--- src/sto_pkg.sv ---
// Package for the sorted timer queue: sizes, codes and the item records
// shared by the front end, back end, result FIFO and top level.
// No dependencies.
`default_nettype none
package sto_pkg;
	localparam int TIMER_SLOTS = 16;
	localparam int MAX_FIRE = 16;
	localparam int CNT_W = $clog2(TIMER_SLOTS + 1);
	localparam int NFIRE_W = $clog2(MAX_FIRE + 1);
	localparam int TIME_W = 48;
	localparam int PER_W = 32;
	localparam int ID_W = 8;
	localparam logic [CNT_W-1:0] SLOTS_CNT = CNT_W'(TIMER_SLOTS);
	localparam logic [NFIRE_W-1:0] FIRE_LIM = NFIRE_W'(MAX_FIRE);

	localparam logic FUNC_SCHED = 1'b0;
	localparam logic KIND_EXPIRY = 1'b0;
	localparam logic KIND_FINAL = 1'b1;

	typedef enum logic [1:0] {ST_OK = 2'd0, ST_NO_CB = 2'd1, ST_FULL = 2'd2} status_t;
	typedef enum logic [1:0] {OP_NONE, OP_INS, OP_POP} tbl_op_t;
	typedef enum logic [1:0] {BK_IDLE, BK_CHECK, BK_REINS} bk_state_t;

	typedef struct packed {
		logic [TIME_W-1:0] now;
		logic ins;
		logic [TIME_W-1:0] dl;
		logic [PER_W-1:0] per;
		logic [ID_W-1:0] cb;
		status_t status;
	} cmd_t;

	typedef struct packed {
		logic kind;
		logic [ID_W-1:0] fired_id;
		logic [TIME_W-1:0] next_deadline;
		status_t status;
		logic last;
	} res_t;

	function automatic logic [TIME_W-1:0] sat_add(input logic [TIME_W-1:0] a,
			input logic [PER_W-1:0] b);
		logic [TIME_W:0] s;
		s = {1'b0, a} + {{(TIME_W + 1 - PER_W){1'b0}}, b};
		return s[TIME_W] ? {TIME_W{1'b1}} : s[TIME_W-1:0];
	endfunction
endpackage
`default_nettype wire

--- src/sto_front.sv ---
// Front end: accepts requests, classifies them and computes the new deadline,
// then holds them in a two-entry command queue. Depends on sto_pkg.
`default_nettype none
module sto_front (
	input wire logic clk,
	input wire logic arst_n,
	input wire logic push,
	output logic full,
	input wire logic func,
	input wire logic [47:0] now,
	input wire logic [7:0] callback_id,
	input wire logic [31:0] interval,
	input wire logic one_shot,
	output logic cmd_valid,
	output sto_pkg::cmd_t cmd,
	input wire logic cmd_pop
);
	sto_pkg::cmd_t q_q [2];
	logic wp_q, rp_q;
	logic [1:0] cnt_q;
	sto_pkg::cmd_t c;
	logic wr;

	always_comb begin
		c.now = now;
		c.ins = (func == sto_pkg::FUNC_SCHED) && (callback_id != '0);
		c.dl = sto_pkg::sat_add(now, interval);
		c.per = one_shot ? '0 : interval;
		c.cb = callback_id;
		c.status = ((func == sto_pkg::FUNC_SCHED) && (callback_id == '0)) ?
			sto_pkg::ST_NO_CB : sto_pkg::ST_OK;
	end

	assign full = cnt_q[1];
	assign wr = push && !full;
	assign cmd_valid = cnt_q != 2'd0;
	assign cmd = q_q[rp_q];

	always_ff @(posedge clk) begin
		if (wr) q_q[wp_q] <= c;
	end

	always_ff @(posedge clk or negedge arst_n) begin
		if (!arst_n) begin
			wp_q <= 1'b0;
			rp_q <= 1'b0;
			cnt_q <= 2'd0;
		end else begin
			if (wr) wp_q <= !wp_q;
			if (cmd_pop) rp_q <= !rp_q;
			cnt_q <= cnt_q + {1'b0, wr} - {1'b0, cmd_pop};
		end
	end
endmodule
`default_nettype wire

--- config.mk ---
export PLATFORM = sky130hd
export DESIGN_NAME = sto_front
export DESIGN_NICKNAME = d
export VERILOG_FILES = /design/src/sto_pkg.sv /design/src/sto_front.sv
export SDC_FILE = /design/constraint.sdc
export NUM_CORES = 1
export LEC_CHECK = 0
export ABC_CLOCK_PERIOD_IN_PS = 16650
export BUFFER_PORTS_ARGS = -buffer_cell sky130_fd_sc_hd__buf_2
export CAP_MARGIN = 10
export CORE_MARGIN = 5
export CORE_UTILIZATION = 35
export DETAILED_ROUTE_END_ITERATION = 8
export PLACE_DENSITY = 0.64
export SYNTH_ARGS = -nofsm -noshare
export SYNTH_HDL_FRONTEND = slang
export SYNTH_SLANG_ARGS = --single-unit
--- constraint.sdc ---
create_clock -name clk -period 16.65 [get_ports clk]
set_input_delay 2.4975 -clock clk [delete_from_list [all_inputs] [get_ports clk]]
set_output_delay 2.4975 -clock clk [all_outputs]
set_load 0.02 [all_outputs]
==> impl_metrics.ini <==
[drt]
drc = 0
finalWirelength_mm = 28.71
firstDrtPassIters = 5
vias_per_cell = 4.885
wire_per_inst_um = 18.63
drtIter0Drc = 369
wl_met2_mm = 13.68
top_layer = met4
ant_nets = 0
vias = 7528
wl_met1_mm = 12.41
wl_met3_mm = 2.160

[synthesis]
ys_seq_elements = 280
synthFlopType = edfxtp_1
synth_top_area_share_pct = 65.90
synth_area_sq_um = 12580
yosys.area.top_type = edfxtp_1
synth_area_per_cell_sq_um = 15.43
syn_nets = 944
syn_inst = 815
synthTopCellsByArea = edfxtp_1, mux2_2, ha_1
synth_cell_types = 56
yosys_warnings = 0
synthArstFlopShare_pct = 1.429
seq_area_frac_synth_pct = 66.70
synth_edf_count = 276

[setup_path]
cp_max_fo = 71
reg2regPathDepth = 3
crit_end = cmd[67]
end_kind = output port
r2r_slack_ns = 14.27
crit_type = reg -> out
cp.required_ns = 14.15
cp_data_arrival_time_ns = 3.22
start_kind = flop
r2r_end = q_q[0][23]$_DFFE_PP_
rr_startpoint = cnt_q[1]$_DFF_PN0_
critPathLaunch = rp_q$_DFFE_PN0P_

[place]
dp.cells = 1486
port_buffers = 233
place_congestion = 0.7932
dp.final_hpwl_mm = 19.85
place_ws_ns = 10.29

[sta]
setup_ws_ns = 10.93
period_needed_ns = 5.718
drv_slew = 0
fin_crit_sh_pct = 34.34
hold_viol_final = 0
fin_setup_tns_ns = 0
fmax_mhz = 174.9
worst_pin_slew_ns = 1.058
hold_slack_ns = 0.5136
rsz0062_at_grt = false
fin_skew_ns = 0.005266
slew_headroom_pct = 29.45
setup_viol_count_final = 0

[finish]
area_growth_pct = 21.28
fin_cells = 1541
layout.nets = 1187
filler_cell_count = 3263
drive_gt1_share_pct = 43.06
antenna_cells = 0

[clock_network]
cts_sinks = 280
cts_tree = done
insertion_delay_ns = 0.56
ctsResizeCount = 0
path_clk_slew_ns = 0.06
cts_setup_buffers = 0
numCtsBuffers = 31
root_buffer = clkbuf_16
cts_buffer_depth = 3
htree_levels = 1
ctsHoldBuffers = 0

[power]
p_leak_nw = 5.726
cellPowerDensity_nw_per_um2 = 161.5
clock_power_share_pct = 27.8
switching_share_pct = 32.66
peakVddDrop_v = 0.0001881
p_sw_w = 0.0008042
power.share.combinational_pct = 31.5
power.internal_w = 0.001658
pwr-share-seq_pct = 40.6

[worst_hold_path]
hp-class = reg -> reg
holdPathStages = 1

[die]
core_sq_um = 35480
die-area_sq_um = 39820
initial_core_util_pct = 35.44
row_count = 69
die_w_um = 199.6
die_h_um = 199.6
io_pins = 235

[global_route]
grt_pass1_wl_mm = 43.17
grt_max_degree = 72
grt.overflow.total = 0
grt_pass1_vias = 7827
grt_usage_pct = 13.78
antenna_found_initial = 0

[flow_run]
drv_cap = 0

[outcome]
status = finished clean
placed cells by master (no fill, tap or decap), types with 7 or more instances in the layout:
master	n
nor2_1	26
nand4_1	7
nand2_2	20
ha_1	34
xnor2_1	23
a21o_1	16
nand2_1	44
mux2_2	141
inv_1	14
o21ai_0	15
a21oi_1	37
edfxtp_1	276
clkbuf_16	31
nor2b_1	32
xor2_1	15
buf_2	233
nand3_1	8
final cells by class:
class | instances | area (sq um) | area share, %
Sequential cell | 280 | 8392 | 55.02
Timing Repair Buffer | 239 | 1211 | 7.941
Inverter | 14 | 52.55 | 0.3445
Clock inverter | 19 | 221.5 | 1.452
Multi-Input combinational cell | 492 | 4004 | 26.25
Tap cell | 461 | 576.8 | 3.782
Clock buffer | 36 | 794.5 | 5.209
flip-flops by register name (all words and copies together), names as in the netlist:
register,cells
cnt_q,2
q_q,276
rp_q,1
wp_q,1
critical path, stage by stage (launching register included):
cell and delay, ns:
dfrtp_4 1.05, buf_4 0.85, mux2_2 0.43, buf_2 0.17
worst min path at each step:
| stage | slack [ns] | startpoint | end |
|---|---|---|---|
| 2_1_floorplan | 0.47 | wp_q$_DFFE_PN0P_ | wp_q$_DFFE_PN0P_ |
| 6_report | 0.51 | cnt_q[0]$_DFF_PN0_ | cnt_q[0]$_DFF_PN0_ |
| 5_1_grt | 0.53 | cnt_q[1]$_DFF_PN0_ | cnt_q[1]$_DFF_PN0_ |
| 3_5_place_dp | 0.50 | cnt_q[0]$_DFF_PN0_ | cnt_q[0]$_DFF_PN0_ |
| 4_1_cts | 0.52 | cnt_q[1]$_DFF_PN0_ | cnt_q[1]$_DFF_PN0_ |
| 3_3_place_gp | 0.49 | cnt_q[0]$_DFF_PN0_ | cnt_q[0]$_DFF_PN0_ |
through the flow:
| step | utilization [%] | power, W | instance area, sq um |
|---|---|---|---|
| after CTS | 42.98 | 0.002506 | 15250 |
| after global routing | 42.98 | 0.002584 | 15250 |
| after detailed placement | 40.12 | 0.001812 | 14240 |
| after floorplan | - | 0.001565 | 12580 |
| final | 42.98 | 0.002463 | 15250 |
| after global placement | 40.12 | 0.001806 | 14240 |
cell usage after synthesis (all sizes together) (5+ instances only):
master and number:
nand3 8, and3 6, buf 12, a21oi 38
mux2 141, xor2 15, nand2 64, o21ai 17
clkbuf 17, inv 14, nor2b 32, ha 34
o21a 5, a21o 16, edfxtp 276, xnor2 23
a31oi 7, nor2 28, nand4 7, a211oi 7
cells by family after synthesis:
logic type / share of synthesized area [%]
DFF: 66.70
and+or+nand+nor: 6.835
muxes: 12.63
AOI/OAI and AO/OA: 6.029
buffers and inverters: 1.592
xor gates and xnor gates: 2.647
adders and majority gates: 3.542
other: 0.02982
power by group through the flow:
| stage | sequential [W] | combinational (W) | clock [W] |
|---|---|---|---|
| after floorplan | 0.00100 | 0.000561 | 0 |
| after global placement | 0.00101 | 0.000795 | 0 |
| after CTS | 0.00100 | 0.000798 | 0.000705 |
| final | 0.00100 | 0.000777 | 0.000685 |
| after global routing | 0.00101 | 0.000837 | 0.000734 |
| after detailed placement | 0.00102 | 0.000794 | 0 |
per-layer routing:
metal / vias to the layer above / global-route usage, %
met2: 213 / 22.97
met1: 3698 / 18.25
li1: 3580 / -
met3: 37 / 3.591
met5: - / 0
met4: 0 / 3.019
No activity file was read; power rests on OpenSTA's default activity.
