==> src/sto_pkg.sv <==
// Package for the sorted timer queue: sizes, codes and the item records
// shared by the front end, back end, result FIFO and top level.
// No dependencies.
`default_nettype none
package sto_pkg;
	localparam int TIMER_SLOTS = 16;
	localparam int MAX_FIRE = 16;
	localparam int CNT_W = $clog2(TIMER_SLOTS + 1);
	localparam int NFIRE_W = $clog2(MAX_FIRE + 1);
	localparam int TIME_W = 48;
	localparam int PER_W = 32;
	localparam int ID_W = 8;
	localparam logic [CNT_W-1:0] SLOTS_CNT = CNT_W'(TIMER_SLOTS);
	localparam logic [NFIRE_W-1:0] FIRE_LIM = NFIRE_W'(MAX_FIRE);

	localparam logic FUNC_SCHED = 1'b0;
	localparam logic KIND_EXPIRY = 1'b0;
	localparam logic KIND_FINAL = 1'b1;

	typedef enum logic [1:0] {ST_OK = 2'd0, ST_NO_CB = 2'd1, ST_FULL = 2'd2} status_t;
	typedef enum logic [1:0] {OP_NONE, OP_INS, OP_POP} tbl_op_t;
	typedef enum logic [1:0] {BK_IDLE, BK_CHECK, BK_REINS} bk_state_t;

	typedef struct packed {
		logic [TIME_W-1:0] now;
		logic ins;
		logic [TIME_W-1:0] dl;
		logic [PER_W-1:0] per;
		logic [ID_W-1:0] cb;
		status_t status;
	} cmd_t;

	typedef struct packed {
		logic kind;
		logic [ID_W-1:0] fired_id;
		logic [TIME_W-1:0] next_deadline;
		status_t status;
		logic last;
	} res_t;

	function automatic logic [TIME_W-1:0] sat_add(input logic [TIME_W-1:0] a,
			input logic [PER_W-1:0] b);
		logic [TIME_W:0] s;
		s = {1'b0, a} + {{(TIME_W + 1 - PER_W){1'b0}}, b};
		return s[TIME_W] ? {TIME_W{1'b1}} : s[TIME_W-1:0];
	endfunction
endpackage
`default_nettype wire

==> src/sto_back.sv <==
// Back end: sorted timer table as a row of shift cells plus the sequencer
// that inserts, fires due timers, reloads periodic ones and closes each run.
// Depends on sto_pkg.
`default_nettype none
module sto_back (
	input wire logic clk,
	input wire logic arst_n,
	input wire logic [31:0] max_tick,
	input wire logic cmd_valid,
	input sto_pkg::cmd_t cmd,
	output logic cmd_pop,
	input wire logic rf_full,
	output logic rf_wr,
	output sto_pkg::res_t rf_data,
	output logic [sto_pkg::CNT_W-1:0] count
);
	localparam int N = sto_pkg::TIMER_SLOTS;

	logic [sto_pkg::TIME_W-1:0] dl_q [N];
	logic [sto_pkg::PER_W-1:0] per_q [N];
	logic [sto_pkg::ID_W-1:0] cb_q [N];
	logic [sto_pkg::CNT_W-1:0] count_q;

	sto_pkg::bk_state_t state_q, state_d;
	logic [sto_pkg::TIME_W-1:0] now_q, re_dl_q;
	logic [sto_pkg::PER_W-1:0] re_per_q;
	logic [sto_pkg::ID_W-1:0] re_cb_q;
	sto_pkg::status_t status_q;
	logic [sto_pkg::NFIRE_W-1:0] n_q;

	sto_pkg::tbl_op_t op;
	logic [sto_pkg::TIME_W-1:0] new_dl;
	logic [sto_pkg::PER_W-1:0] new_per;
	logic [sto_pkg::ID_W-1:0] new_cb;
	logic [N-1:0] lt;
	logic tbl_full, due, fire;

	assign count = count_q;
	assign tbl_full = count_q == sto_pkg::SLOTS_CNT;
	assign due = (count_q != '0) && (dl_q[0] <= now_q) && (n_q < sto_pkg::FIRE_LIM);
	assign fire = (state_q == sto_pkg::BK_CHECK) && due && !rf_full;

	// lt is a prefix mask since the table stays sorted
	for (genvar i = 0; i < N; i++) begin : g_cell
		assign lt[i] = (sto_pkg::CNT_W'(i) < count_q) && (dl_q[i] < new_dl);
		always_ff @(posedge clk) begin
			case (op)
				sto_pkg::OP_INS: begin
					if (!lt[i]) begin
						if (i == 0 || lt[(i == 0) ? 0 : i - 1]) begin
							dl_q[i] <= new_dl;
							per_q[i] <= new_per;
							cb_q[i] <= new_cb;
						end else begin
							dl_q[i] <= dl_q[(i == 0) ? 0 : i - 1];
							per_q[i] <= per_q[(i == 0) ? 0 : i - 1];
							cb_q[i] <= cb_q[(i == 0) ? 0 : i - 1];
						end
					end
				end
				sto_pkg::OP_POP: begin
					if (i < N - 1) begin
						dl_q[i] <= dl_q[(i < N - 1) ? i + 1 : i];
						per_q[i] <= per_q[(i < N - 1) ? i + 1 : i];
						cb_q[i] <= cb_q[(i < N - 1) ? i + 1 : i];
					end
				end
				default: begin
				end
			endcase
		end
	end

	always_comb begin
		state_d = state_q;
		case (state_q)
			sto_pkg::BK_IDLE: if (cmd_valid) state_d = sto_pkg::BK_CHECK;
			sto_pkg::BK_CHECK: begin
				if (!rf_full) begin
					if (due) state_d = (per_q[0] != '0) ? sto_pkg::BK_REINS : sto_pkg::BK_CHECK;
					else state_d = sto_pkg::BK_IDLE;
				end
			end
			sto_pkg::BK_REINS: state_d = sto_pkg::BK_CHECK;
			default: state_d = sto_pkg::BK_IDLE;
		endcase
	end

	always_comb begin
		cmd_pop = 1'b0;
		op = sto_pkg::OP_NONE;
		new_dl = cmd.dl;
		new_per = cmd.per;
		new_cb = cmd.cb;
		rf_wr = 1'b0;
		rf_data.kind = sto_pkg::KIND_EXPIRY;
		rf_data.fired_id = cb_q[0];
		rf_data.next_deadline = '0;
		rf_data.status = sto_pkg::ST_OK;
		rf_data.last = 1'b0;
		case (state_q)
			sto_pkg::BK_IDLE: begin
				if (cmd_valid) begin
					cmd_pop = 1'b1;
					if (cmd.ins && !tbl_full) op = sto_pkg::OP_INS;
				end
			end
			sto_pkg::BK_CHECK: begin
				if (!rf_full) begin
					rf_wr = 1'b1;
					if (due) begin
						op = sto_pkg::OP_POP;
					end else begin
						rf_data.kind = sto_pkg::KIND_FINAL;
						rf_data.fired_id = '0;
						rf_data.next_deadline = (count_q != '0) ? dl_q[0] :
							sto_pkg::sat_add(now_q, max_tick);
						rf_data.status = status_q;
						rf_data.last = 1'b1;
					end
				end
			end
			sto_pkg::BK_REINS: begin
				op = sto_pkg::OP_INS;
				new_dl = re_dl_q;
				new_per = re_per_q;
				new_cb = re_cb_q;
			end
			default: begin
			end
		endcase
	end

	always_ff @(posedge clk) begin
		if (cmd_pop) begin
			now_q <= cmd.now;
			status_q <= (cmd.ins && tbl_full) ? sto_pkg::ST_FULL : cmd.status;
		end
		if (fire) begin
			re_dl_q <= sto_pkg::sat_add(dl_q[0], per_q[0]);
			re_per_q <= per_q[0];
			re_cb_q <= cb_q[0];
		end
	end

	always_ff @(posedge clk or negedge arst_n) begin
		if (!arst_n) begin
			state_q <= sto_pkg::BK_IDLE;
			count_q <= '0;
			n_q <= '0;
		end else begin
			state_q <= state_d;
			if (op == sto_pkg::OP_INS) count_q <= count_q + 1'b1;
			else if (op == sto_pkg::OP_POP) count_q <= count_q - 1'b1;
			if (cmd_pop) n_q <= '0;
			else if (fire) n_q <= n_q + 1'b1;
		end
	end
endmodule
`default_nettype wire

==> config.mk <==
export PLATFORM = sky130hd
export DESIGN_NAME = sto_back
export DESIGN_NICKNAME = d
export VERILOG_FILES = /design/src/sto_pkg.sv /design/src/sto_back.sv
export SDC_FILE = /design/constraint.sdc
export NUM_CORES = 2
export LEC_CHECK = 0
export ABC_AREA = 0
export BUFFER_PORTS_ARGS = -buffer_cell sky130_fd_sc_hd__buf_2
export CAP_MARGIN = 15
export CORE_MARGIN = 2
export CORE_UTILIZATION = 65
export CTS_CLUSTER_SIZE = 25
export DETAILED_ROUTE_END_ITERATION = 10
export PLACE_DENSITY = 0.82
export REMOVE_ABC_BUFFERS = 1
export SYNTH_ARGS = -nofsm -noshare
export SYNTH_HDL_FRONTEND = slang
export SYNTH_SLANG_ARGS = --single-unit
==> constraint.sdc <==
create_clock -name clk -period 19.9 [get_ports clk]
set_input_delay 0 -clock clk [delete_from_list [all_inputs] [get_ports clk]]
set_output_delay 0 -clock clk [all_outputs]
set_load 0.01 [all_outputs]
==> impl_metrics.ini <==
[outcome]
status = finished clean

[yosys]
yosysTopAreaCell = edfxtp_1
synth_edf_count = 1546
synth_seq_cells = 1558
ys_seq_area_frac = 0.472
synthCells = 9321
synth_common_cells = edfxtp_1, inv_1, nor3_1, ha_1, a221oi_1
netlist_area_sq_mm = 0.0990
avgSynthCellArea_sq_um = 10.6
synth.distinct_cells = 86
synthFlopType = edfxtp_1
ys_top_cells_by_area = edfxtp_1, ha_1, a221oi_1
synth_top_area_share = 0.469
yosysMostFrequentCell = edfxtp_1
async_flop_share = 0.00770
yosysWarningCount = 0

[global_routing]
top_usage_layer = met2
grt_pass1_wl_um = 485000
grt_start_max_net_pins = 242
grtUsageMet1 = 0.526
use_met3 = 0.100
grtUsageMet2 = 0.608
grt_pass1_vias = 78900
grt-ovfl-total = 0
grt_antenna_before_repair = 17
grtUsageTotal = 0.408

[drt]
wire_per_inst_um = 28.1
drt_iter0_markers = 12200
drt_pass1_iterations = 9
wirelength_um = 325000
num_vias = 81900
drcViolationCount = 0
ant_nets = 0
avgViaCountPerCell = 7.08

[timing]
clock-skew-final_ns = 0.0240
final.period_utilization = 0.449
setup_viol = 0
max_freq_mhz = 112
drv_slew = 0
period_minus_slack_ns = 8.93
setup_tns_ns = 0
grt_setup_unrepaired = false
max_slew_margin = 0.0393
finalHoldViolations = 0
tightest_slew_ns = 1.44

[worst_setup_path]
endpoint_kind = register
crit_type = register to register
startpoint_type = register
critPathArrivalTime_ns = 9.52
required_ns = 20.49
path_max_fanout = 119

[cells_and_area]
drive_gt1_frac = 0.113
final_cells = 11600
synthToLayoutAreaGrowth_pct = 9.72
fill_cells = 10600
nNetsFinal = 10400

[floorplanning]
core_area_sq_mm = 0.152
row_count = 143
pin_count = 242
initial_core_util = 0.653
die_x_um = 394
die_area_sq_mm = 0.155
fp.dieH_um = 394

[cts]
clk_latency_ns = 0.84
cts.clk_slew.worst_paths_ns = 0.06
cts_buffers = 170
cts_root_buffer = clkbuf_16
cts.sinks = 1558
postCtsSetupRepairBufs = 0
tritoncts = built
htreeDepth = 4
clockBufferDepth = 3

[place]
dp.cells = 11000
dp_hpwl_um = 219000
io_buffers = 241
routabilityCongestion = 1.00

[hold_path]
hp-class = input port to register

[pwr]
ir_drop_mv = 0.154
power.density_mw_per_mm2 = 163
leakage_uw = 0.0433
finalPower_uw = 17800

[flow_run]
drv_cap = 0
critical path: stages (launching register included):
cell,delay (ns)
edfxtp_1,0.53
ha_1,0.36
nand4_1,0.18
nor4_1,0.82
nand4_1,0.17
a21boi_0,0.32
nand2_1,0.20
inv_1,0.25
ha_4,0.56
buf_4,0.73
buf_4,0.66
buf_4,0.93
buf_4,0.82
buf_4,1.00
nor2_1,0.50
a221oi_1,0.48
layout make-up:
type / count / area, sq um / share of cell area
multi-input cells: 5884 / 45000 / 0.414
flip-flops and latches: 1558 / 46700 / 0.430
diodes: 11 / 27.5 / 0.000253
inverters: 1194 / 4480 / 0.0413
clock buffers: 208 / 4460 / 0.0411
clock inverters: 106 / 1070 / 0.00988
repair buffers: 580 / 4310 / 0.0397
well taps: 2030 / 2540 / 0.0234
metal layers:
metal	up-vias	part of all wire
met5	-	0.00033
met4	14	0.081
met3	1173	0.12
met2	5648	0.43
met1	39200	0.36
li1	35800	-
cell usage in the layout, fill, tap and decap left out, types with 142 or more instances in the layout:
cell,instances
a21oi_1,380
nor3_1,1003
mux2_2,177
a221oi_2,178
nor2_1,230
nand2_1,493
nand4_1,142
clkbuf_16,172
ha_1,869
edfxtp_1,1546
mux2i_1,283
a21o_1,146
o21ai_0,393
a221oi_1,798
dlygate4sd3_1,196
buf_2,243
inv_1,1192
cells by family (layout without fill, tap and decap cells):
logic type | count (synthesis) | count (layout) | synth area share
buffers and inverters | 1879 | 2088 | 0.0762
other | 0 | 11 | 0
multiplexers | 464 | 464 | 0.0494
flip-flops | 1558 | 1558 | 0.472
adder cells (fa/ha/maj) | 872 | 872 | 0.110
XOR/XNOR | 72 | 72 | 0.00637
AO/OA/AOI/OAI | 2313 | 2313 | 0.180
AND/OR/NAND/NOR | 2163 | 2163 | 0.105
report_power, final:
part           total, uW  internal (uW)  switching [uW]
registers           6880           5770            1120
logic               7630           2480            5150
clock network       3240           1830            1410
sequential cells by signal, indices dropped and copies added, names as in the netlist:
signal    cells
re_dl_q      48
state_q       2
status_q      2
re_per_q     32
count         5
per_q       512
re_cb_q       8
cb_q        128
now_q        48
n_q           5
dl_q        768
worst paths after layout:
path	endpoint	cells past startpoint	start	slack (ns)
setup reg to reg	cb_q[1][28]$_DFFE_PP_	15	dl_q[0][45]$_DFFE_PP_	10.97
min in group asynchronous	count[4]$_DFFE_PN0P_	3	arst_n	0.37
hold / removal	per_q[1][224]$_DFFE_PP_	4	cmd[10]	0.23
max in group asynchronous	n_q[4]$_DFFE_PN0P_	3	arst_n	19.04
hold reg to reg	re_per_q[7]$_DFFE_PP_	0	per_q[0][7]$_DFFE_PP_	0.46
setup / recovery	cb_q[1][28]$_DFFE_PP_	15	dl_q[0][45]$_DFFE_PP_	10.97
what timing repair did:
action | 4_1_cts | 5_1_grt
hold endpoints to repair | 466 | 0
hold buffers | 196 | 0
gates resized for setup | 0 | 0
stage by stage:
stage / hold slack (ns) / utilization / area [sq um] / setup slack, ns
3_3_place_gp: -0.0626 / 0.667 / 101000 / 11.57
5_1_grt: 0.252 / 0.717 / 109000 / 10.47
2_1_floorplan: -0.296 / - / 95900 / -41.54
4_1_cts: 0.175 / 0.716 / 109000 / 11.29
3_5_place_dp: -0.0527 / 0.667 / 101000 / 11.35
6_report: 0.226 / 0.717 / 109000 / 10.97
Power figures use the tool's default switching activity.
