**src/sto_pkg.sv**
```systemverilog
// Package for the sorted timer queue: sizes, codes and the item records
// shared by the front end, back end, result FIFO and top level.
// No dependencies.
`default_nettype none
package sto_pkg;
	localparam int TIMER_SLOTS = 16;
	localparam int MAX_FIRE = 16;
	localparam int CNT_W = $clog2(TIMER_SLOTS + 1);
	localparam int NFIRE_W = $clog2(MAX_FIRE + 1);
	localparam int TIME_W = 48;
	localparam int PER_W = 32;
	localparam int ID_W = 8;
	localparam logic [CNT_W-1:0] SLOTS_CNT = CNT_W'(TIMER_SLOTS);
	localparam logic [NFIRE_W-1:0] FIRE_LIM = NFIRE_W'(MAX_FIRE);

	localparam logic FUNC_SCHED = 1'b0;
	localparam logic KIND_EXPIRY = 1'b0;
	localparam logic KIND_FINAL = 1'b1;

	typedef enum logic [1:0] {ST_OK = 2'd0, ST_NO_CB = 2'd1, ST_FULL = 2'd2} status_t;
	typedef enum logic [1:0] {OP_NONE, OP_INS, OP_POP} tbl_op_t;
	typedef enum logic [1:0] {BK_IDLE, BK_CHECK, BK_REINS} bk_state_t;

	typedef struct packed {
		logic [TIME_W-1:0] now;
		logic ins;
		logic [TIME_W-1:0] dl;
		logic [PER_W-1:0] per;
		logic [ID_W-1:0] cb;
		status_t status;
	} cmd_t;

	typedef struct packed {
		logic kind;
		logic [ID_W-1:0] fired_id;
		logic [TIME_W-1:0] next_deadline;
		status_t status;
		logic last;
	} res_t;

	function automatic logic [TIME_W-1:0] sat_add(input logic [TIME_W-1:0] a,
			input logic [PER_W-1:0] b);
		logic [TIME_W:0] s;
		s = {1'b0, a} + {{(TIME_W + 1 - PER_W){1'b0}}, b};
		return s[TIME_W] ? {TIME_W{1'b1}} : s[TIME_W-1:0];
	endfunction
endpackage
`default_nettype wire

```
**src/sto_rfifo.sv**
```systemverilog
// Two-entry result FIFO between the back end and the result port.
// Depends on sto_pkg.
`default_nettype none
module sto_rfifo (
	input wire logic clk,
	input wire logic arst_n,
	input wire logic wr,
	input sto_pkg::res_t wdata,
	output logic rf_full,
	output logic empty,
	input wire logic pop,
	output sto_pkg::res_t rdata
);
	sto_pkg::res_t q_q [2];
	logic wp_q, rp_q;
	logic [1:0] cnt_q;
	logic rd;

	assign rf_full = cnt_q[1];
	assign empty = cnt_q == 2'd0;
	assign rd = pop && !empty;
	assign rdata = q_q[rp_q];

	always_ff @(posedge clk) begin
		if (wr) q_q[wp_q] <= wdata;
	end

	always_ff @(posedge clk or negedge arst_n) begin
		if (!arst_n) begin
			wp_q <= 1'b0;
			rp_q <= 1'b0;
			cnt_q <= 2'd0;
		end else begin
			if (wr) wp_q <= !wp_q;
			if (rd) rp_q <= !rp_q;
			cnt_q <= cnt_q + {1'b0, wr} - {1'b0, rd};
		end
	end
endmodule
`default_nettype wire

```
**config.mk**
```make
export PLATFORM = sky130hd
export DESIGN_NAME = sto_rfifo
export DESIGN_NICKNAME = d
export VERILOG_FILES = /design/src/sto_pkg.sv /design/src/sto_rfifo.sv
export SDC_FILE = /design/constraint.sdc
export NUM_CORES = 1
export LEC_CHECK = 0
export ABC_AREA = 1
export BUFFER_PORTS_ARGS = -buffer_cell sky130_fd_sc_hd__buf_2
export CORE_MARGIN = 10
export CORE_UTILIZATION = 42
export DETAILED_ROUTE_END_ITERATION = 10
export PLACE_DENSITY = 0.69
export SLEW_MARGIN = 0
export SYNTH_ARGS = -nofsm -noshare
export SYNTH_HDL_FRONTEND = slang
export SYNTH_SLANG_ARGS = --single-unit
```
**constraint.sdc**
```tcl
create_clock -name clk -period 3.09 [get_ports clk]
set_input_delay 0.618 -clock clk [delete_from_list [all_inputs] [get_ports clk]]
set_output_delay 0.618 -clock clk [all_outputs]
set_load 0.05 [all_outputs]
```
==> results.md, run 1 <==
- Area growth, synth to finish: 29.1%
- Cell count after synthesis: 343
- Post-DP Area: 5360 um2
- Final wirelength: 9730 um
- # IOs: 126
- CP max FO: 32
- Cts bufs inserted: 17
- Fin nets: 545
- Initial Util: 42.8%
- YS warnings: 0
- Fin crit share: 90.8%
- Synth Area in Simple Gates: 15.7%
- Setup violators final: 0
- # fillers: 904
- Crit path time final: 2.81 ns
- Worst-path cell chain: buf_4 -> nand2_1 -> nand2_1 -> buf_2
- RSZ-0062 raised after global routing: false
- Final GP Congestion: 0.731
- Share of cells above drive strength 1: 32.7%
- # resized after CTS: 0
- Sequential fraction of the synthesis area: 79.8%
- Port buffer count: 125
- Global route overflow: 0
- CORE AREA: 10800 um2
- Adder-Cell Fraction of Synth Area: 0.540%
- First-pass GRT wire length: 15500 um
- Antenna violations before repair: 0
- Largest net degree at the start of global routing: 62
- ANT nets after route: 0
- Die Height: 125 um
- Routed vias: 2884
- CP max stage cell: dfrtp_2
- Cell occurring most often along the worst timing path: nand2_1
- Setup CP Type: register to primary output
- XOR/XNOR Fraction of Synth Area: 0.189%
- Clock latency on the worst-skew pair: 0.50 ns
- Hold crit path type: input port to register
- Clock transition at path regs: 0.06 ns
- WP data required: 2.47 ns
- CTS Root Cell: clkbuf_8
- Vias per cell: 4.56
- Final cell area excluding filler cells: 5990 um2
- DR WL/cell: 15.4 um
- TritonRoute pass-1 iters: 4
- Synth unique cells: 12
- Largest family of logic cells by synthesized area: simple AND/OR/NAND/NOR gates
- Post-Syn Area: 4640 um2
- Startpoint types: register
- Clock sink count: 124
- Ant. Diodes: 0
- Htree depth: 4
- CP endpoint kind: primary output
- Syn Nets: 409
- F_max: 0.356 GHz
- Drt drc: 0
- Crit path largest cell delay: 0.77 ns
- Least-Margin Pin Slew: 0.644 ns
- Status: finished, final reports clean
- CTS Buffer Depth: 2
- Max cap viols: 0
- Layout Skew: 0.00806 ns
- Hold Fails Final Rpt: 0
- Rows: 38
- Post-synthesis register bit count: 124
- Die footprint: 15600 um2
- Total track usage: 12.3%
- Final Max Tran Viols: 0
- Peak VDD IR: 0.825 mV
- Leakage: 2.64 nW
- Worst slew margin: 57.1%
- Avg Cell Area, Syn: 13.5 um2
- Post-synthesis compound-gate area fraction: 0%
- Setup Fix Bufs, Post-CTS: 0
- Die width: 125 um
- Post-synthesis mux area share: 0%
- CTS Hold Bufs: 1
- Setup TNS: 0 ns
- Iteration-0 DRC Markers: 213
- Critical path arrival: 2.19 ns
- CTS tree: yes
- Number of global-route vias before repair: 3082
- HPWL after DPL: 6390 um
- Final core utilization: 55.2%
- Pwr Density: 1210 nW/um2
-- sequential cells by signal, indices dropped and copies added (netlist names) --
signal,flops
wp_q,1
q_q,120
cnt_q,2
rp_q,1
-- cell usage in the layout (no fill, tap or decap), drive strengths merged --
master       count
buf            129
bufinv           5
clkbuf          19
clkinv           7
clkinvlp         1
dfrtp            4
dlygate4sd3      1
edfxtp         120
ha               2
inv             10
nand2          190
nand3            2
nor2             1
xor2             1
-- cell usage after synthesis --
master,instances,area share (%)
inv_6,1,0.19
buf_8,2,0.65
buf_6,5,1.2
nand2_1,190,15
inv_1,9,0.73
edfxtp_1,120,78
xor2_1,1,0.19
ha_1,2,0.54
buf_4,6,0.97
dfrtp_1,4,2.2
nor2_1,1,0.081
nand3_1,2,0.22
-- stage by stage --
stage	worst slack, ns	power, mW	cells	hold WS (ns)
CTS	0.221	7.38	632	0.276
global placement	0.821	5.26	599	0.429
floorplan	0.472	4.69	343	0.322
finish	0.284	7.27	632	0.304
detailed placement	0.764	5.30	599	0.432
global route	0.0883	7.67	632	0.276
-- where the power goes --
| part | total, mW | switching (mW) | internal [mW] |
|---|---|---|---|
| Clock | 2.05 | 0.669 | 1.38 |
| Sequential | 2.38 | 0.149 | 2.24 |
| Combinational | 2.83 | 2.29 | 0.540 |
-- layer usage --
metal  share of wire (%)  GRT usage, %  vias to the layer above  wire length, um
li1                    -             -                     1422                -
met1                  41          13.6                     1368             3980
met2                  51          20.8                       88             4960
met3                 7.7          5.62                        6              754
met4                0.47          4.07                        0               46
met5                   0             0                        -                0
-- final cells by class --
type                            instances  area [um2]  area share (%)
Sequential cell                       124        3700            61.9
Inverter                               10        42.5           0.710
Clock buffer                           19         422            7.04
Timing Repair Buffer                  130         678            11.3
Multi-Input combinational cell        196         768            12.8
Tap cell                              140         175            2.93
Clock inverter                         13         198            3.30
-- kinds of logic after synthesis --
family / Yosys count
and+or+nand+nor: 193
DFF: 124
buffers and inverters: 23
adders and majority gates: 2
xor gates and xnor gates: 1
-- worst paths after layout --
check                      startpoint    endpoint  slack, ns  cells past startpoint
min reg2reg                      wp_q        wp_q       0.55                      1
max                              rp_q   rdata[20]       0.28                      4
max reg2reg                      wp_q  q_q[1][18]       1.50                      3
min                          wdata[0]   q_q[1][0]       0.30                      1
min in group asynchronous      arst_n    cnt_q[1]       0.46                      2
max in group asynchronous      arst_n        rp_q       2.49                      2
-- worst max-delay path, delay by kind of cell (launching register included) --
family	cells	cell delay (ns)
buffers and inverters	2	0.71
flip-flops	1	0.77
AND/OR/NAND/NOR	2	0.18
(Power assumes the default switching activity.)
==> run 2: changes to the inputs <==
--- a/config.mk
+++ b/config.mk
@@ -7,10 +7,12 @@
 export LEC_CHECK = 0
 export ABC_AREA = 1
 export BUFFER_PORTS_ARGS = -buffer_cell sky130_fd_sc_hd__buf_2
+export CORE_ASPECT_RATIO = 1.1
 export CORE_MARGIN = 10
 export CORE_UTILIZATION = 42
 export DETAILED_ROUTE_END_ITERATION = 10
 export PLACE_DENSITY = 0.69
+export SKIP_LAST_GASP = 1
 export SLEW_MARGIN = 0
 export SYNTH_ARGS = -nofsm -noshare
 export SYNTH_HDL_FRONTEND = slang
==> results.md, run 2 (synthesized netlist as in run 1, its figures left out) <==
- Status: finished, final reports clean
- Setup Fix Bufs, Post-CTS: 0 (unchanged)
- Peak VDD IR: 0.577 mV (-30%)
- TritonRoute pass-1 iters: 4 (unchanged)
- HPWL after DPL: 6480 um (+1.4%)
- Final wirelength: 9740 um (about the same)
- Routed vias: 2900 (+0.55%)
- First-pass GRT wire length: 15300 um (-1.3%)
- Clock latency on the worst-skew pair: 0.40 ns (-0.10 ns)
- Fin crit share: 81.0% (-9.8 points)
- WP data required: 2.47 ns (about the same)
- # resized after CTS: 0 (unchanged)
- Crit path time final: 2.50 ns (-0.303 ns)
- Hold Path Depth: 1 (unchanged)
- Final cell area excluding filler cells: 5950 um2 (-0.65%)
- Die width: 120 um (-3.9%)
- CORE AREA: 10900 um2 (+0.18%)
- # fillers: 934 (+3.3%)
- Final core utilization: 54.8% (-0.46 points)
- Final Max Tran Viols: 0 (unchanged)
- DR WL/cell: 15.2 um (-1.5%)
- Largest regs: q_q: 120 flops, cnt_q: 2 flops
- Post-DP Area: 5380 um2 (+0.30%)
- Most frequent cells in the layout: 190 x nand2_1, 125 x buf_2, 120 x edfxtp_1, 17 x clkbuf_16, 8 x inv_1
- Htree depth: 4 (unchanged)
- Setup CP Type: register to primary output
- CTS Root Cell: clkbuf_16
- Flip-flop count of the largest register after layout: 120 (unchanged)
- Initial Util: 42.7% (-0.079 points)
- Clock transition at path regs: 0.05 ns (about the same)
- Cell occurring most often along the worst timing path: nand2_1
- Share of cells above drive strength 1: 33.1% (+0.34 points)
- Pwr Density: 1190 nW/um2 (-1.9%)
- CTS Hold Bufs: 1 (unchanged)
- Max cap viols: 0 (unchanged)
- Critical path's top delay family: flip-flops
- Total Power: 7.08 mW (-2.6%)
- Cts bufs inserted: 17 (unchanged)
- Buf+Inv Stages, Crit Path: 2 (unchanged)
- RSZ-0062 raised after global routing: false
- Die footprint: 15700 um2 (about the same)
- Crit path largest cell delay: 0.63 ns (-0.14 ns)
- Port buffer count: 125 (unchanged)
- Leakage: 2.61 nW (-1.3%)
- Startpoint types: register
- Layout Skew: 0.00594 ns (-0.00213 ns)
- # IOs: 126 (unchanged)
- Worst-path cell chain: buf_4 -> nand2_1 -> nand2_1 -> buf_2
- ANT nets after route: 0 (unchanged)
- CTS tree: yes
- Hold Fails Final Rpt: 0 (unchanged)
- Iteration-0 DRC Markers: 140 (-34%)
- CP endpoint kind: primary output
- F_max: 0.400 GHz (+12%)
- Biggest register: q_q
- Setup violators final: 0 (unchanged)
- Fin nets: 546 (+0.18%)
- Total track usage: 12.8% (+0.45 points)
- Hold crit path type: input port to register
- Number of global-route vias before repair: 2998 (-2.7%)
- Levels on crit path: 4 (unchanged)
- Vias per cell: 4.52 (-1.0%)
- R2R depth: 3 (unchanged)
- Largest net degree at the start of global routing: 62 (unchanged)
- Die Height: 130 um (+4.1%)
- Final GP Congestion: 0.704 (-3.7%)
- CP max stage cell: dfrtp_2
- Global route overflow: 0 (unchanged)
- Critical path arrival: 1.88 ns (-0.31 ns)
- CTS Buffer Depth: 2 (unchanged)
- Drt drc: 0 (unchanged)
- Setup TNS: 0 ns (unchanged)
- Least-Margin Pin Slew: 0.475 ns (-0.169 ns)
- Clock sink count: 124 (unchanged)
- CP max FO: 24 (-25%)
- Antenna violations before repair: 2 (+2)
- Area growth, synth to finish: 28.3%
- Worst slew margin: 68.3% (+11 points)
- Commonest non-fill, non-tap cell in the layout: nand2_1
- Rows: 40 (+5.3%)
run 2: cell types whose count changed in the layout (fill, tap and decap cells not counted):
cell | previous run | this run
diode_2 | 0 | 2
clkinv_2 | 3 | 5
bufinv_16 | 5 | 2
clkinv_4 | 2 | 0
clkbuf_8 | 1 | 0
clkinv_1 | 2 | 1
clkbuf_16 | 16 | 17
buf_4 | 3 | 4
clkinvlp_4 | 1 | 5
run 2: metal layers:
layer,vias up,wire [um],global-route usage [%]
li1,1428,-,-
met1,1353,3900,13.9
met2,106,4790,20.5
met3,13,910,6.14
met4,0,141,6.89
met5,-,0,0
run 2: stage by stage:
stage,std cells,hold WS [ns],setup WS [ns]
after global placement,607,0.436,1.02
after floorplan,343,0.322,0.472
final,642,0.399,0.587
after CTS,640,0.379,0.548
after global routing,641,0.380,0.437
after detailed placement,607,0.435,1.00
run 2: area by class of cell:
type                    instances  area, um2  area share (%)
diodes                          2       5.00          0.0841
clock buffers                  19        433            7.28
clock inverters                13        126            2.12
inverters                      10       42.5           0.715
multi-input cells             196        768            12.9
flip-flops and latches        124       3700            62.3
well taps                     147        184            3.09
repair buffers                131        686            11.5
run 2: report_power, final:
| group | switching (mW) | internal [mW] |
|---|---|---|
| registers | 0.126 | 2.24 |
| clock network | 0.688 | 1.17 |
| logic | 2.31 | 0.548 |
| total | 3.12 | 3.96 |
run 2: final timing paths:
kind	to	startpoint	slack (ns)
setup reg to reg	q_q[1][25]	wp_q	1.56
setup / recovery	rdata[51]	rp_q	0.59
hold / removal	q_q[1][34]	wdata[34]	0.40
max in group asynchronous	rp_q	arst_n	2.39
hold reg to reg	wp_q	wp_q	0.55
min in group asynchronous	cnt_q[1]	arst_n	0.56
